### src/hw/rtl/hrhp_pkg.sv
// Shared types and constants for the HTTP request header parser.
// No dependencies; imported by every other RTL file of the block.
`default_nettype none

package hrhp_pkg;

  // Parser position, one-hot
  typedef enum logic [19:0] {
    ST_METHOD_START       = 20'h00001,
    ST_METHOD             = 20'h00002,
    ST_URI                = 20'h00004,
    ST_VER_H              = 20'h00008,
    ST_VER_T1             = 20'h00010,
    ST_VER_T2             = 20'h00020,
    ST_VER_P              = 20'h00040,
    ST_VER_SLASH          = 20'h00080,
    ST_MAJOR_START        = 20'h00100,
    ST_MAJOR              = 20'h00200,
    ST_MINOR_START        = 20'h00400,
    ST_MINOR              = 20'h00800,
    ST_LF1                = 20'h01000,
    ST_LINE_START         = 20'h02000,
    ST_LWS                = 20'h04000,
    ST_NAME               = 20'h08000,
    ST_SPACE_BEFORE_VALUE = 20'h10000,
    ST_VALUE              = 20'h20000,
    ST_LF2                = 20'h40000,
    ST_LF3                = 20'h80000
  } parse_state_t;

  // Result status codes
  localparam logic [1:0] RES_MORE = 2'd0;
  localparam logic [1:0] RES_DONE = 2'd1;
  localparam logic [1:0] RES_BAD  = 2'd2;

  // Byte class codes
  localparam logic [2:0] CLS_NONE   = 3'd0;
  localparam logic [2:0] CLS_METHOD = 3'd1;
  localparam logic [2:0] CLS_URI    = 3'd2;
  localparam logic [2:0] CLS_NAME   = 3'd3;
  localparam logic [2:0] CLS_VALUE  = 3'd4;

  // Literal characters the parser looks for
  localparam logic [7:0] CH_SP    = 8'h20;
  localparam logic [7:0] CH_HT    = 8'h09;
  localparam logic [7:0] CH_CR    = 8'h0D;
  localparam logic [7:0] CH_LF    = 8'h0A;
  localparam logic [7:0] CH_H     = 8'h48;
  localparam logic [7:0] CH_T     = 8'h54;
  localparam logic [7:0] CH_P     = 8'h50;
  localparam logic [7:0] CH_SLASH = 8'h2F;
  localparam logic [7:0] CH_DOT   = 8'h2E;
  localparam logic [7:0] CH_COLON = 8'h3A;

  // Character class flags from the classifier
  typedef struct packed {
    logic is_token;
    logic is_ctl;
    logic is_num;
    logic is_wsp;
  } char_flags_t;

  // Per-byte result, apart from the version numbers
  typedef struct packed {
    logic [1:0] status;
    logic [2:0] byte_class;
    logic       new_header;
  } hrhp_result_t;

endpackage

`default_nettype wire

### src/hw/rtl/hrhp_char_class.sv
// Byte classifier: token, control, digit and linear whitespace flags.
// Depends on hrhp_pkg for the flag struct.
`default_nettype none

module hrhp_char_class
  import hrhp_pkg::*;
(
  input  wire logic [7:0]  char_i,
  output char_flags_t      flags_o
);

  logic ctl;
  logic sep;

  // Control: 0..31 or DEL
  assign ctl = (char_i <= 8'd31) || (char_i == 8'd127);

  // Separators as listed for HTTP tokens
  always_comb begin
    case (char_i)
      8'h28, 8'h29, 8'h3C, 8'h3E, 8'h40, 8'h2C, 8'h3B, 8'h3A, 8'h5C, 8'h22,
      8'h2F, 8'h5B, 8'h5D, 8'h3F, 8'h3D, 8'h7B, 8'h7D, 8'h20, 8'h09: sep = 1'b1;
      default: sep = 1'b0;
    endcase
  end

  assign flags_o.is_ctl   = ctl;
  assign flags_o.is_token = !char_i[7] && !ctl && !sep;
  assign flags_o.is_num   = (char_i >= 8'h30) && (char_i <= 8'h39);
  assign flags_o.is_wsp   = (char_i == CH_SP) || (char_i == CH_HT);

endmodule

`default_nettype wire

### src/hw/rtl/hrhp_core.sv
// Parser state registers and the one-byte transition logic.
// Depends on hrhp_pkg and hrhp_char_class.
`default_nettype none

module hrhp_core
  import hrhp_pkg::*;
#(
  parameter int VERSION_BITS = 8
) (
  input  wire logic        clk,
  input  wire logic        rst_n,
  input  wire logic        step_i,
  input  wire logic [7:0]  char_i,
  input  wire logic        restart_i,
  output hrhp_result_t     result_o,
  output logic [7:0]       version_major_o,
  output logic [7:0]       version_minor_o
);

  localparam int AccW = VERSION_BITS + 4;
  localparam int ExtW = (VERSION_BITS > 8) ? VERSION_BITS : 8;
  localparam logic [VERSION_BITS-1:0] VerMax = '1;

  parse_state_t            state_r, state_nxt, state_cur;
  logic                    hh_r, hh_nxt, hh_cur;
  logic [VERSION_BITS-1:0] maj_r, maj_nxt, maj_cur;
  logic [VERSION_BITS-1:0] min_r, min_nxt, min_cur;
  logic [VERSION_BITS-1:0] maj_dig, min_dig;
  logic [ExtW-1:0]         maj_ext, min_ext;
  char_flags_t             fl;

  hrhp_char_class u_class (
    .char_i  (char_i),
    .flags_o (fl)
  );

  // acc*10 + digit, saturating at the top of the accumulator range
  function automatic logic [VERSION_BITS-1:0] acc_digit(
    input logic [VERSION_BITS-1:0] acc,
    input logic [3:0]              dig
  );
    logic [AccW-1:0] sum;
    sum = (AccW'(acc) << 3) + (AccW'(acc) << 1) + AccW'(dig);
    if (sum[AccW-1:VERSION_BITS] != '0) return VerMax;
    return sum[VERSION_BITS-1:0];
  endfunction

  // Restart applies before the byte is consumed
  assign state_cur = restart_i ? ST_METHOD_START : state_r;
  assign hh_cur    = restart_i ? 1'b0 : hh_r;
  assign maj_cur   = restart_i ? '0 : maj_r;
  assign min_cur   = restart_i ? '0 : min_r;
  assign maj_dig   = acc_digit(maj_cur, char_i[3:0]);
  assign min_dig   = acc_digit(min_cur, char_i[3:0]);

  // Transition; a bad byte keeps the (post-restart) state
  always_comb begin
    state_nxt           = state_cur;
    hh_nxt              = hh_cur;
    maj_nxt             = maj_cur;
    min_nxt             = min_cur;
    result_o.status     = RES_MORE;
    result_o.byte_class = CLS_NONE;
    result_o.new_header = 1'b0;
    unique case (state_cur)
      ST_METHOD_START: begin
        if (fl.is_token) begin
          state_nxt = ST_METHOD;
          result_o.byte_class = CLS_METHOD;
        end else result_o.status = RES_BAD;
      end
      ST_METHOD: begin
        if (char_i == CH_SP) state_nxt = ST_URI;
        else if (fl.is_token) result_o.byte_class = CLS_METHOD;
        else result_o.status = RES_BAD;
      end
      ST_URI: begin
        if (char_i == CH_SP) state_nxt = ST_VER_H;
        else if (fl.is_ctl) result_o.status = RES_BAD;
        else result_o.byte_class = CLS_URI;
      end
      ST_VER_H: begin
        if (char_i == CH_H) state_nxt = ST_VER_T1;
        else result_o.status = RES_BAD;
      end
      ST_VER_T1: begin
        if (char_i == CH_T) state_nxt = ST_VER_T2;
        else result_o.status = RES_BAD;
      end
      ST_VER_T2: begin
        if (char_i == CH_T) state_nxt = ST_VER_P;
        else result_o.status = RES_BAD;
      end
      ST_VER_P: begin
        if (char_i == CH_P) state_nxt = ST_VER_SLASH;
        else result_o.status = RES_BAD;
      end
      ST_VER_SLASH: begin
        if (char_i == CH_SLASH) begin
          maj_nxt   = '0;
          min_nxt   = '0;
          state_nxt = ST_MAJOR_START;
        end else result_o.status = RES_BAD;
      end
      ST_MAJOR_START: begin
        if (fl.is_num) begin
          maj_nxt   = maj_dig;
          state_nxt = ST_MAJOR;
        end else result_o.status = RES_BAD;
      end
      ST_MAJOR: begin
        if (char_i == CH_DOT) state_nxt = ST_MINOR_START;
        else if (fl.is_num) maj_nxt = maj_dig;
        else result_o.status = RES_BAD;
      end
      ST_MINOR_START: begin
        if (fl.is_num) begin
          min_nxt   = min_dig;
          state_nxt = ST_MINOR;
        end else result_o.status = RES_BAD;
      end
      ST_MINOR: begin
        if (char_i == CH_CR) state_nxt = ST_LF1;
        else if (fl.is_num) min_nxt = min_dig;
        else result_o.status = RES_BAD;
      end
      ST_LF1: begin
        if (char_i == CH_LF) state_nxt = ST_LINE_START;
        else result_o.status = RES_BAD;
      end
      ST_LINE_START: begin
        if (char_i == CH_CR) state_nxt = ST_LF3;
        else if (hh_cur && fl.is_wsp) state_nxt = ST_LWS;
        else if (fl.is_token) begin
          hh_nxt              = 1'b1;
          state_nxt           = ST_NAME;
          result_o.byte_class = CLS_NAME;
          result_o.new_header = 1'b1;
        end else result_o.status = RES_BAD;
      end
      ST_LWS: begin
        if (char_i == CH_CR) state_nxt = ST_LF2;
        else if (fl.is_wsp) state_nxt = ST_LWS;
        else if (fl.is_ctl) result_o.status = RES_BAD;
        else begin
          state_nxt           = ST_VALUE;
          result_o.byte_class = CLS_VALUE;
        end
      end
      ST_NAME: begin
        if (char_i == CH_COLON) state_nxt = ST_SPACE_BEFORE_VALUE;
        else if (fl.is_token) result_o.byte_class = CLS_NAME;
        else result_o.status = RES_BAD;
      end
      ST_SPACE_BEFORE_VALUE: begin
        if (char_i == CH_SP) state_nxt = ST_VALUE;
        else result_o.status = RES_BAD;
      end
      ST_VALUE: begin
        if (char_i == CH_CR) state_nxt = ST_LF2;
        else if (fl.is_ctl) result_o.status = RES_BAD;
        else result_o.byte_class = CLS_VALUE;
      end
      ST_LF2: begin
        if (char_i == CH_LF) state_nxt = ST_LINE_START;
        else result_o.status = RES_BAD;
      end
      ST_LF3: begin
        result_o.status = (char_i == CH_LF) ? RES_DONE : RES_BAD;
      end
      default: result_o.status = RES_BAD;
    endcase
  end

  // Version outputs carry the low byte of the updated accumulators
  assign maj_ext         = ExtW'(maj_nxt);
  assign min_ext         = ExtW'(min_nxt);
  assign version_major_o = maj_ext[7:0];
  assign version_minor_o = min_ext[7:0];

  // State registers, updated once per consumed byte
  always_ff @(posedge clk) begin
    if (!rst_n) begin
      state_r <= ST_METHOD_START;
      hh_r    <= 1'b0;
      maj_r   <= '0;
      min_r   <= '0;
    end else if (step_i) begin
      state_r <= state_nxt;
      hh_r    <= hh_nxt;
      maj_r   <= maj_nxt;
      min_r   <= min_nxt;
    end
  end

endmodule

`default_nettype wire

### src/hw/rtl/http_request_header_parser.sv
// HTTP request header parser, top level: input register, parser core, result register.
// A new byte can be taken every cycle unless out_stall fills both stages; each byte
// yields exactly one result, held first in the input register and then in the result
// register. The rate is set by the combinational state transition in hrhp_core. Bytes
// are classified as method, URI, header name or value; version numbers saturate at
// 2^VERSION_BITS-1 and are shown as their low eight bits. Raise in_begin_request
// with the first byte of each request.
// Depends on hrhp_pkg and hrhp_core.
`default_nettype none

module http_request_header_parser
  import hrhp_pkg::*;
#(
  parameter int VERSION_BITS = 8
) (
  input  wire logic        clk,
  input  wire logic        rst_n,
  input  wire logic        in_valid,
  output logic             in_stall,
  input  wire logic [7:0]  in_byte,
  input  wire logic        in_begin_request,
  output logic             out_valid,
  input  wire logic        out_stall,
  output logic [1:0]       out_status,
  output logic [2:0]       out_byte_class,
  output logic             out_new_header,
  output logic [7:0]       out_byte,
  output logic [7:0]       out_version_major,
  output logic [7:0]       out_version_minor
);

  logic         s0_valid_r, s0_valid_nxt;
  logic [7:0]   s0_byte_r;
  logic         s0_begin_r;
  logic         s1_valid_r, s1_valid_nxt;
  hrhp_result_t s1_res_r;
  logic [7:0]   s1_byte_r, s1_maj_r, s1_min_r;
  logic         s0_free, s1_free, in_fire, s0_move;
  hrhp_result_t core_res;
  logic [7:0]   core_maj, core_min;

  // Handshake: each stage frees when the one after it can take its transaction
  assign s1_free  = !s1_valid_r || !out_stall;
  assign s0_free  = !s0_valid_r || s1_free;
  assign in_stall = !s0_free;
  assign in_fire  = in_valid && s0_free;
  assign s0_move  = s0_valid_r && s1_free;

  assign s0_valid_nxt = s0_free ? in_valid : 1'b1;
  assign s1_valid_nxt = s1_free ? s0_valid_r : 1'b1;

  always_ff @(posedge clk) begin
    if (!rst_n) begin
      s0_valid_r <= 1'b0;
      s1_valid_r <= 1'b0;
    end else begin
      s0_valid_r <= s0_valid_nxt;
      s1_valid_r <= s1_valid_nxt;
    end
  end

  // Input register
  always_ff @(posedge clk) begin
    if (in_fire) begin
      s0_byte_r  <= in_byte;
      s0_begin_r <= in_begin_request;
    end
  end

  hrhp_core #(
    .VERSION_BITS (VERSION_BITS)
  ) u_core (
    .clk             (clk),
    .rst_n           (rst_n),
    .step_i          (s0_move),
    .char_i          (s0_byte_r),
    .restart_i       (s0_begin_r),
    .result_o        (core_res),
    .version_major_o (core_maj),
    .version_minor_o (core_min)
  );

  // Result register
  always_ff @(posedge clk) begin
    if (s0_move) begin
      s1_res_r  <= core_res;
      s1_byte_r <= s0_byte_r;
      s1_maj_r  <= core_maj;
      s1_min_r  <= core_min;
    end
  end

  assign out_valid         = s1_valid_r;
  assign out_status        = s1_res_r.status;
  assign out_byte_class    = s1_res_r.byte_class;
  assign out_new_header    = s1_res_r.new_header;
  assign out_byte          = s1_byte_r;
  assign out_version_major = s1_maj_r;
  assign out_version_minor = s1_min_r;

  // Bad bytes carry no class and no header start
  a_bad_unclassified: assert property (@(posedge clk) disable iff (!rst_n)
    (out_valid && out_status == RES_BAD) |-> (out_byte_class == CLS_NONE && !out_new_header))
    else $error("bad byte carries a class");

  // A header start is always a header name byte
  a_new_header_is_name: assert property (@(posedge clk) disable iff (!rst_n)
    (out_valid && out_new_header) |-> (out_byte_class == CLS_NAME))
    else $error("header start without name class");

  // Input stalls only when both stages are full and the output is stalled
  a_stall_only_full: assert property (@(posedge clk) disable iff (!rst_n)
    in_stall |-> (s0_valid_r && s1_valid_r && out_stall))
    else $error("input stalled with room in the pipeline");

  // A buffered byte moves on without a bubble when the output is free
  a_no_bubble: assert property (@(posedge clk) disable iff (!rst_n)
    (s0_valid_r && !out_stall) |=> out_valid)
    else $error("result lost a cycle");

endmodule

`default_nettype wire
### config.mk
export PLATFORM = sky130hd
export DESIGN_NAME = http_request_header_parser
export DESIGN_NICKNAME = d
export VERILOG_FILES = /design/src/hw/rtl/hrhp_pkg.sv /design/src/hw/rtl/hrhp_char_class.sv /design/src/hw/rtl/hrhp_core.sv /design/src/hw/rtl/http_request_header_parser.sv
export SDC_FILE = /design/constraint.sdc
export NUM_CORES = 1
export LEC_CHECK = 0
export ABC_AREA = 0
export BUFFER_PORTS_ARGS = -buffer_cell sky130_fd_sc_hd__buf_2
export CAP_MARGIN = 20
export CORE_MARGIN = 4
export CORE_UTILIZATION = 55
export CTS_CLUSTER_DIAMETER = 50
export DETAILED_ROUTE_END_ITERATION = 10
export PLACE_DENSITY = 0.74
export SLEW_MARGIN = 20
export SYNTH_ARGS = -nofsm -noshare
export SYNTH_HDL_FRONTEND = slang
export SYNTH_HIERARCHICAL = 1
export SYNTH_SLANG_ARGS = --single-unit
### constraint.sdc
create_clock -name clk -period 5.67 [get_ports clk]
set_input_delay 1.134 -clock clk [delete_from_list [all_inputs] [get_ports clk]]
set_output_delay 1.134 -clock clk [all_outputs]
set_load 0.05 [all_outputs]
==> run_results.csv <==
group,metric,value,unit
sta,setup_viol,0,
outcome,status,"complete, no violations",
final_layout,antenna_fix_cells,0,
routing,vias_per_cell,6.68,
global_route,maximum_number_of_pins_on_one_net_before_global_route_repair,47,
routing,wl_per_cell,19.9,um
placement,routabilityCongestion,1.04,
final_layout,final_common_cell,"nand2_1",
worst_setup_path,start_kind,"flop",
power,seqPwrFrac,0.508,
yosys,ys.warnings.count,6,
yosys,synth-edff-count,39,
yosys,synth.avg_cell_area,8.25,um^2
sta,min_period,4.34,ns
yosys,synth_top_flop_cell,"edfxtp_1",
worst_setup_path,crit_path_cell_trace,"nor2b_1 > xor2_1 > ha_1 > a21o_1 > ha_1 > nor2b_1 > o31ai_1 > a21oi_1 > mux2i_1 > nor4b_1 > nand2_1 > o221ai_1 > a21bo_2",
floorplan,ioPinCount,45,
sta,worst-slew-pin-transition,0.984,ns
final_layout,layout-area-overhead-vs-synth,7.45,%
global_route,vias_in_the_first_global_route,5740,
power,netSwitchingFraction,0.301,
power,finalPower,1.25,mW
yosys,yosys.area.top_type,"edfxtp_1",
yosys,number_of_flip_flops_and_latches_in_the_synthesized_netlist,78,
worst_setup_path,timing.critical_path.arrival,4.47,ns
placement,post-place-ws,1.30,ns
yosys,synthesis.area,6150,um^2
sta,fmax,0.231,GHz
sta,report.final.slew_viol_count,0,
placement,port-buffer-count,44,
sta,final.period_utilization,0.765,
floorplan,start_util,0.565,
worst_setup_path,critical_path_required,5.80,ns
power,power.switching,375,uW
power,vdd_ir_drop_max,176,uV
yosys,synth.yosys.seq_area_share,0.317,
placement,place_hpwl,13200,um
cts,cts_hold_buffers,0,
final_layout,fin_nets,812,
final_layout,final-instance-count-excl-fill,912,
final_layout,layout_common_cells,"nand2_1 (84), nor2_1 (79), a21oi_1 (48), o21ai_0 (46), buf_2 (44)",
yosys,netlist_instances,745,
power,static-leakage-power,2.45,nW
floorplan,fp.dieH,114,um
hold_path,hold_path_class,"flop to flop",
worst_setup_path,cpPeakStageDelay,0.83,ns
power,power.internal,873,uW
yosys,mappedNetlistNets,790,
cts,total_cts_buffers,9,
sta,clock_skew,0.00981,ns
routing,postRouteWirelength,18200,um
final_layout,layout.core_utilization,0.607,
worst_setup_path,endpoint_kind,"flop",
global_route,groute.usage.overall,0.285,
final_layout,drive_above_1_share,0.133,
yosys,cell_types_occupying_the_most_area_after_synthesis,"edfxtp_1 (19%), dfxtp_1 (13%), ha_1 (6.1%)",
sta,grt_setup_unrepaired,"no",
power,combinationalPowerShare,0.153,
routing,final_antenna_net_count,0,
routing,post-route-drc-count,0,
yosys,postSynth.asyncResetShare,0,
cts,clock-root-buffer,"clkbuf_8",
routing,detailedRoute.firstIterationViolations,713,
cts,clock-sinks,78,
final_layout,num-fill-cells,959,
worst_setup_path,timing_worst_setup_path_type,"flop to flop",
worst_setup_path,crit_slowest_cell,"edfxtp_1",
yosys,synth_top_area_frac,0.190,
sta,hold_violations,0,
global_route,grt-ovfl-total,0,
power,clock_power_share,0.339,
cts,insertion_delay,0.37,ns
sta,setup_ws,1.33,ns
placement,placed_cells,896,
routing,num_vias,6088,
sta,tns,0,ns
floorplan,die_w,114,um
global_route,grt_first_pass_wirelength,29400,um
cts,cts_buffer_depth,2,
routing,drt_first_pass_iters,6,
floorplan,fp.dieArea,12900,um^2
cts,tritoncts,"built",
power,pwr_density,189,nW/um^2
flow_run,max_cap_violations,0,
worst_setup_path,crit_path_max_fanout,19,
cts,cts.clk_slew.worst_paths,0.08,ns
global_route,antenna_violations_before_repair,0,
cts,cts_htree_levels,3,
cts,post_cts_resized,0,
floorplan,core_area,10900,um^2
sta,timing.max_slew.rel_slack,0.344,
yosys,yosys.cell_types.count,90,
cts,post-cts-setup-buffers,0,
floorplan,placement_rows,38,
-- cells in the mapped netlist (4+ instances only) --
cell type,count
nand4_1,22
nor4_1,15
or4_4,5
o31ai_1,5
inv_1,23
nand2b_1,12
and4_1,5
buf_4,5
xnor2_1,7
nor3b_1,8
nor2_1,79
a21oi_1,48
or3_1,4
dfxtp_1,39
ha_1,30
a21o_1,6
a32o_1,7
o2bb2ai_1,4
nand3_1,11
nor3_1,14
or2_2,4
a22oi_1,4
o21ai_0,46
clkbuf_1,23
nand4b_1,5
o21a_1,5
or4_1,5
nand2_1,84
and2_1,8
a21boi_0,9
nor4_2,4
edfxtp_1,39
buf_2,9
nor2b_1,35
and3_1,7
nor4b_1,6
nand3b_1,4
a31oi_1,12
o221ai_1,7
o211ai_1,6
xor2_1,4
-- flip-flops by register name, summed over array words and instances (netlist names), 3 cells and up --
name               flops
out_version_major      8
s0_byte_r              8
out_byte               8
u_core/min_r           8
out_byte_class         3
u_core/state_r        20
out_version_minor      8
u_core/maj_r           8
-- critical path, delay by kind of cell (launching register included) --
kind	cells	cell delay (ns)
and+or+nand+nor	4	1.23
xor gates and xnor gates	1	0.20
muxes	1	0.14
DFF	1	0.83
adders and majority gates	2	0.55
AOI/OAI and AO/OA	5	1.14
-- layout make-up --
cell class,count,area [um^2],area share
clock buffer,9,124,0.0187
clock inverter,7,71.3,0.0108
inverter,25,93.8,0.0142
multi-input combinational,602,3920,0.593
sequential,78,1950,0.295
tap,140,175,0.0265
timing repair buffer,51,273,0.0413
-- final timing paths --
kind / slack (ns) / cells past startpoint / to / startpoint
max: 1.33 / 13 / out_version_major[4]$_DFFE_PP_ / s0_begin_r$_DFFE_PP_
min: 0.49 / 2 / u_core/maj_r[4]$_SDFFE_PN0P_ / u_core/maj_r[4]$_SDFFE_PN0P_
max reg2reg: 1.33 / 13 / out_version_major[4]$_DFFE_PP_ / s0_begin_r$_DFFE_PP_
min reg2reg: 0.49 / 2 / u_core/maj_r[4]$_SDFFE_PN0P_ / u_core/maj_r[4]$_SDFFE_PN0P_
-- cell families after synthesis --
| group | after synthesis | share of synthesized area |
|---|---|---|
| adders and majority gates | 33 | 0.0694 |
| buffers and inverters | 65 | 0.0472 |
| AOI/OAI and AO/OA | 199 | 0.219 |
| muxes | 4 | 0.00671 |
| and+or+nand+nor | 355 | 0.325 |
| DFF | 78 | 0.317 |
| xor gates and xnor gates | 11 | 0.0157 |
-- power by group through the flow --
stage	registers, mW	logic (mW)	clock network, mW
finish	0.634	0.191	0.423
global route	0.637	0.205	0.459
CTS	0.633	0.187	0.434
detailed placement	0.646	0.187	0
global placement	0.645	0.184	0
floorplan	0.668	0.112	0
-- stage by stage --
step / hold WS (ns) / cell area [um^2]
after global routing: 0.526 / 6610
after global placement: 0.452 / 6410
after detailed placement: 0.467 / 6410
final: 0.487 / 6610
after CTS: 0.495 / 6610
after floorplan: 0.436 / 6150
-- per-layer routing --
metal / wire [um] / global-route usage / vias up
met5: 0 / 0 / -
met4: 716 / 0.141 / 0
met3: 1560 / 0.0626 / 59
met2: 8530 / 0.457 / 322
met1: 7380 / 0.363 / 2874
li1: - / - / 2833
Note: power is estimated with default switching activity, not from simulation.
